### src/design/mws_ram.sv
// Generic single-write, single-read RAM with registered read data.
// No dependencies; used for the curve tables of the waveshaper.
module mws_ram #(
   parameter int WIDTH = 8,
   parameter int DEPTH = 16
) (
   input  logic                     clock,
   input  logic                     wr_en,
   input  logic [$clog2(DEPTH)-1:0] wr_addr,
   input  logic [WIDTH-1:0]         wr_data,
   input  logic                     rd_en,
   input  logic [$clog2(DEPTH)-1:0] rd_addr,
   output logic [WIDTH-1:0]         rd_data
);

   logic [WIDTH-1:0] mem [0:DEPTH-1];

   always_ff @(posedge clock) begin
      if (wr_en) begin
         mem[wr_addr] <= wr_data;
      end
      if (rd_en) begin
         rd_data <= mem[rd_addr];
      end
   end

endmodule

### config.mk
export PLATFORM = sky130hd
export DESIGN_NAME = mws_ram
export DESIGN_NICKNAME = d
export VERILOG_FILES = /design/src/design/mws_ram.sv
export SDC_FILE = /design/constraint.sdc
export NUM_CORES = 1
export LEC_CHECK = 0
export ABC_AREA = 1
export BUFFER_PORTS_ARGS = -buffer_cell sky130_fd_sc_hd__buf_2
export CAP_MARGIN = 20
export CORE_AREA = 2 2 117 176
export DETAILED_ROUTE_END_ITERATION = 7
export DIE_AREA = 0 0 119 178
export GPL_ROUTABILITY_DRIVEN = 0
export GPL_TIMING_DRIVEN = 1
export PLACE_DENSITY_LB_ADDON = 0.1
export SYNTH_ARGS = -nofsm -noshare
export SYNTH_HDL_FRONTEND = slang
export SYNTH_SLANG_ARGS = --single-unit
### constraint.sdc
create_clock -name clock -period 1.1 [get_ports clock]
set_clock_uncertainty 0.1 [all_clocks]
set_input_delay 0 -clock clock [delete_from_list [all_inputs] [get_ports clock]]
set_output_delay 0 -clock clock [all_outputs]
set_load 0.01 [all_outputs]
==> impl_metrics.csv, run 1 <==
group,metric,value,unit
logic_synthesis,netlist_area,5850,µm²
logic_synthesis,synth_edf_count,136,
sta,setup_slack,-0.100,ns
logic_synthesis,yosysMostFrequentCell,"nand2_1",
routing,drt-met1-wl,6.55,mm
sta,worst_pin_slew,0.455,ns
finish,drive_gt1_frac,0.241,
logic_synthesis,syn_avg_cell_area,10.6,µm²
clock_network,htreeDepth,4,
critical_path,cpPeakStageDelay,0.38,ns
finish,post-route-util,0.382,
logic_synthesis,synth_flop_cell,"edfxtp_1",
logic_synthesis,ys_ff_latch,136,
finish,nets,641,
power,netSwitchingPower,2.88,mW
finish,area_growth,28.4,%
sta,fmax,833,MHz
logic_synthesis,synth_top_area_share,0.698,
routing,wirelength,15.2,mm
global_routing,grt_start_max_net_pins,43,
clock_network,cts_tree,"yes",
critical_path,worstRegToRegCells,6,
clock_network,clk_latency,0.42,ns
critical_path,slowest_stage,"edfxtp_1",
logic_synthesis,synth_top_area_cell,"edfxtp_1",
critical_path,critical_path_class,"reg -> reg",
sta,fin_crit,1.20,ns
logic_synthesis,ys_seq_area_frac,0.698,
global_routing,antenna_found_initial,0,
finish,num_antenna_cells,0,
power,ir_worst_vdd,0.821,mV
global_routing,overflow,0,
clock_network,cts_setup_buffers,0,
routing,routed.top_layer,"met4",
routing,via_per_inst,4.34,
clock_network,cts_inserted_buffers,17,
floorplan,fp-row-count,63,
logic_synthesis,synth_cell_types,11,
critical_path,worstPathCellList,"inv_1 > nand2_1 > nand3_1 > nand3_1 > nand3_2 > nand2_2",
worst_hold_path,holdPathStages,4,
sta,drv_slew,0,
power,power_density,1660,nW/µm²
floorplan,die_x,119,µm
logic_synthesis,synth_warnings,0,
routing,drtAntennaViolNets,0,
sta,rsz0062_at_grt,"true",
global_routing,grtUsageTotal,0.153,
outcome,violations,"setup timing",
routing,wl_met3,272,µm
critical_path,crit_path_start_kind,"register",
floorplan,fp.dieH,178,µm
floorplan,design.core.area,19600,µm²
sta,period_share,1.09,
routing,routed-via-count,3880,
floorplan,io_pins,27,
logic_synthesis,synthCells,551,
sta,maxSlewHeadroom,0.696,
clock_network,cts_root_buf,"clkbuf_16",
flow_run,cap_violations,0,
clock_network,clk_pin_slew,0.07,ns
power,p_sw_frac,0.232,
critical_path,critPathCaptureType,"register",
power,clkPwrFrac,0.452,
power,combPwrFrac,0.075,
global_routing,grt_first_pass_wirelength,23.6,mm
clock_network,clock_path_buffers,2,
global_routing,grt_pass1_vias,4059,
sta,hold_viol,0,
power,seq_power_share,0.473,
logic_synthesis,synthTopCellsByArea,"edfxtp_1 70%, nand2_1 11%, nand3_1 8.3%",
placed_design,post-dp-hpwl,10.2,mm
worst_hold_path,hold_class,"in -> reg",
finish,fin_cells,895,
placed_design,numPortBuffers,26,
logic_synthesis,synthTopCellsByCount,"173 x nand2_1, 136 x edfxtp_1, 100 x inv_1, 97 x nand3_1, 17 x nor2_1",
routing,dr_wl_met2,8.17,mm
clock_network,cts.sinks,136,
routing,drtPass1Iterations,4,
sta,setup_viol,9,
finish,n_fill_cell,1941,
routing,wl_per_cell,17.0,µm
logic_synthesis,async_flop_share,0,
outcome,status,"finished with violations",
routing,drt_iter0_markers,192,
floorplan,die-area,21200,µm²
power,power.internal,9.54,mW
routing,drc,0,
critical_path,crit_top_cell,"nand3_1",
critical_path,path_max_fanout,1,
critical_path,worstPathArrival,1.26,ns
floorplan,start_util,0.298,
logic_synthesis,synth_nets,570,
critical_path,required,1.16,ns
power,leakage,3.19,nW
placed_design,dp.cells,854,
-- worst max-delay path, delay by kind of cell, from the launching register on --
| kind | cells | cell delay [ns] |
|---|---|---|
| flops | 1 | 0.38 |
| buf+inv | 1 | 0.07 |
| simple gates | 5 | 0.39 |
-- cells by family (layout without fill, tap and decap cells) --
group,Yosys count,in the layout,synth area share
flops,136,136,0.698
buf+inv,126,210,0.0939
simple gates,289,289,0.208
-- layout make-up --
type | instances | area, µm² | area share
Clock inverter | 13 | 146 | 0.0195
Sequential cell | 136 | 4080 | 0.544
Timing Repair Buffer | 76 | 659 | 0.0879
Tap cell | 260 | 325 | 0.0433
Inverter | 102 | 383 | 0.0510
Multi-Input combinational cell | 289 | 1470 | 0.196
Clock buffer | 19 | 433 | 0.0577
-- registers in the layout, indices dropped and copies added, names as in the netlist --
signal	count
mem	128
rd_data	8
-- layer usage --
layer	vias up	GRT usage
met5	-	0
met4	0	0.0531
met3	13	0.0329
met2	43	0.277
met1	1901	0.178
li1	1923	-
-- placed cells by master, fill, tap and decap left out, types with 2 or more instances in the layout --
master / n
buf_4: 31
nand2_2: 8
clkinvlp_4: 5
nand3_2: 43
nand3_1: 52
clkbuf_16: 17
buf_12: 10
dlygate4sd3_1: 9
clkinv_4: 2
nand2_1: 165
nor2_1: 17
bufinv_16: 2
clkbuf_1: 2
inv_2: 3
nand3_4: 2
buf_2: 25
inv_6: 3
edfxtp_1: 136
nand3b_1: 2
inv_1: 99
-- power groups by stage --
stage	clock, mW	sequential [mW]	combinational (mW)
2_1_floorplan	0	5.99	0.409
3_3_place_gp	0	5.98	0.843
3_5_place_dp	0	5.98	0.844
4_1_cts	5.72	5.87	0.924
5_1_grt	5.92	5.88	1.04
6_report	5.61	5.87	0.936
-- stage by stage --
step | hold slack [ns] | setup TNS (ns) | worst slack, ns | cell area, µm² | total power [mW]
after floorplan | -0.00113 | 0 | 0.0492 | 5850 | 6.39
after global placement | 0.289 | -3.79 | -0.223 | 6570 | 6.83
after detailed placement | 0.294 | -4.31 | -0.242 | 6570 | 6.83
after CTS | 0.0269 | -0.664 | -0.0956 | 7390 | 12.5
after global routing | 0.0688 | -1.19 | -0.155 | 7500 | 12.8
final | 0.0512 | -0.524 | -0.100 | 7500 | 12.4
-- worst paths after layout --
kind	endpoint	startpoint	slack [ns]
max	rd_data[1]	mem[5][1]	-0.10
min	rd_data[5]	rd_addr[3]	0.05
max reg2reg	rd_data[1]	mem[5][1]	-0.10
min reg2reg	rd_data[0]	mem[14][0]	0.66
-- what timing repair did --
item	4_1_cts	5_1_grt
setup endpoints to repair	11	11
hold buffers	9	0
pin swaps	26	20
endpoints found under the hold margin	136	0
resized for setup	32	25
Note: power is estimated with default switching activity, not from simulation.
==> run 2: changes to the inputs <==
--- a/config.mk
+++ b/config.mk
@@ -14,6 +14,7 @@
 export GPL_ROUTABILITY_DRIVEN = 0
 export GPL_TIMING_DRIVEN = 1
 export PLACE_DENSITY_LB_ADDON = 0.1
+export SKIP_LAST_GASP = 1
 export SYNTH_ARGS = -nofsm -noshare
 export SYNTH_HDL_FRONTEND = slang
 export SYNTH_SLANG_ARGS = --single-unit
==> impl_metrics.csv, run 2 (synthesis gave the netlist of run 1 again) <==
group,metric,value,unit
outcome,status,"finished with violations",
outcome,violations,"setup timing",
floorplan,fp-row-count,63,
global_routing,overflow,0,
flow_run,cap_violations,0,
global_routing,grt_pass1_vias,4057,
finish,drive_gt1_frac,0.239,
floorplan,die_x,119,µm
floorplan,die-area,21200,µm²
routing,routed-via-count,3841,
finish,area_growth,28.3,%
floorplan,start_util,0.298,
finish,largest-register,"mem",
placed_design,post-dp-hpwl,10.2,mm
finish,largest_reg_flops,128,
placed_design,place_area,6570,µm²
sta,setup_slack,-0.0962,ns
sta,maxSlewHeadroom,0.696,
power,p_sw_frac,0.232,
global_routing,grtUsageTotal,0.153,
global_routing,antenna_found_initial,0,
finish,nets,641,
critical_path,slowest_stage,"edfxtp_1",
routing,drt_iter0_markers,192,
finish,layout_common_cells,"166 x nand2_1, 136 x edfxtp_1, 99 x inv_1, 52 x nand3_1, 43 x nand3_2",
clock_network,htreeDepth,4,
placed_design,place_ws,-0.242,ns
clock_network,clk_pin_slew,0.06,ns
power,clkPwrFrac,0.452,
critical_path,path_max_fanout,1,
finish,final_common_cell,"nand2_1",
global_routing,grt_start_max_net_pins,43,
sta,fin_crit,1.20,ns
routing,drtAntennaViolNets,0,
sta,period_share,1.09,
sta,drv_slew,0,
floorplan,fp.dieH,178,µm
sta,setup_viol,8,
floorplan,design.core.area,19600,µm²
sta,fmax,836,MHz
power,ir_worst_vdd,0.823,mV
sta,rsz0062_at_grt,"true",
floorplan,io_pins,27,
power,netSwitchingPower,2.88,mW
routing,wirelength,15.2,mm
routing,via_per_inst,4.29,
critical_path,cpPeakStageDelay,0.36,ns
power,power_density,1660,nW/µm²
worst_hold_path,hold_class,"in -> reg",
clock_network,cts.sinks,136,
clock_network,clock_path_buffers,2,
clock_network,cts_root_buf,"clkbuf_16",
routing,wl_per_cell,17.0,µm
power,leakage,3.19,nW
critical_path,worstPathCellList,"inv_1 > nand2_1 > nand3_2 > nand3_2 > nand3_2 > nand2_2",
placed_design,numPortBuffers,26,
routing,drc,0,
power,seq_power_share,0.473,
clock_network,cts_setup_buffers,0,
critical_path,critical_path_class,"reg -> reg",
critical_path,critPathCaptureType,"register",
sta,hold_viol,0,
global_routing,grt_first_pass_wirelength,23.6,mm
finish,num_antenna_cells,0,
clock_network,clk_latency,0.41,ns
clock_network,cts_inserted_buffers,17,
critical_path,crit_path_start_kind,"register",
power,power.internal,9.54,mW
critical_path,worstPathArrival,1.25,ns
finish,finish.instance_area,7500,µm²
power,combPwrFrac,0.075,
clock_network,cts_tree,"yes",
sta,worst_pin_slew,0.455,ns
finish,reg_top3,"mem (128), rd_data (8)",
critical_path,required,1.15,ns
critical_path,crit_top_cell,"nand3_2",
power,power,12.4,mW
routing,drtPass1Iterations,4,
==> run 2: final cells by class <==
type	instances	area, µm²
fill	1939	12100
sequential	136	4080
multi-input combinational	289	1470
timing repair buffer	76	659
clock buffer	19	433
inverter	102	383
tap	260	325
clock inverter	13	146
==> run 2: critical path, delay by kind of cell, from the launching register on <==
| kind | cells | cell delay, ns |
|---|---|---|
| AND/OR/NAND/NOR | 5 | 0.41 |
| flip-flops | 1 | 0.36 |
| buffers and inverters | 1 | 0.06 |
==> run 2: worst paths after layout <==
check	start	slack, ns	cells past startpoint	endpoint
max	mem[11][1]	-0.1	6	rd_data[1]
min	rd_addr[3]	0.05	4	rd_data[5]
max reg2reg	mem[11][1]	-0.1	6	rd_data[1]
min reg2reg	mem[14][0]	0.66	6	rd_data[0]
==> run 2: routing by layer <==
layer | up-vias | share of wire | global-route usage
met5 | - | 0 | 0
met4 | 0 | 0.012 | 0.0531
met3 | 10 | 0.017 | 0.0329
met2 | 51 | 0.54 | 0.277
met1 | 1857 | 0.43 | 0.178
li1 | 1923 | - | -
==> run 2: what timing repair did <==
item / 4_1_cts / 5_1_grt
hold endpoints to repair: 136 / 0
gates resized for setup: 31 / 25
pin swaps: 22 / 18
endpoints found under the setup margin: 11 / 11
hold buffers: 9 / 0
==> run 2: metrics by stage <==
step                utilization  hold slack, ns  TNS, ns  instances
finish                    0.382          0.0543   -0.514        895
global route              0.382          0.0688    -1.21        895
CTS                       0.376          0.0269   -0.669        895
detailed placement        0.335           0.294    -4.31        854
global placement          0.335           0.289    -3.79        854
floorplan                     -        -0.00113        0        551
==> run 2: power by group through the flow <==
stage	combinational, mW	clock (mW)	sequential (mW)
after global placement	0.843	0	5.98
after global routing	1.04	5.92	5.88
after floorplan	0.409	0	5.99
final	0.937	5.61	5.87
after CTS	0.922	5.72	5.87
after detailed placement	0.844	0	5.98
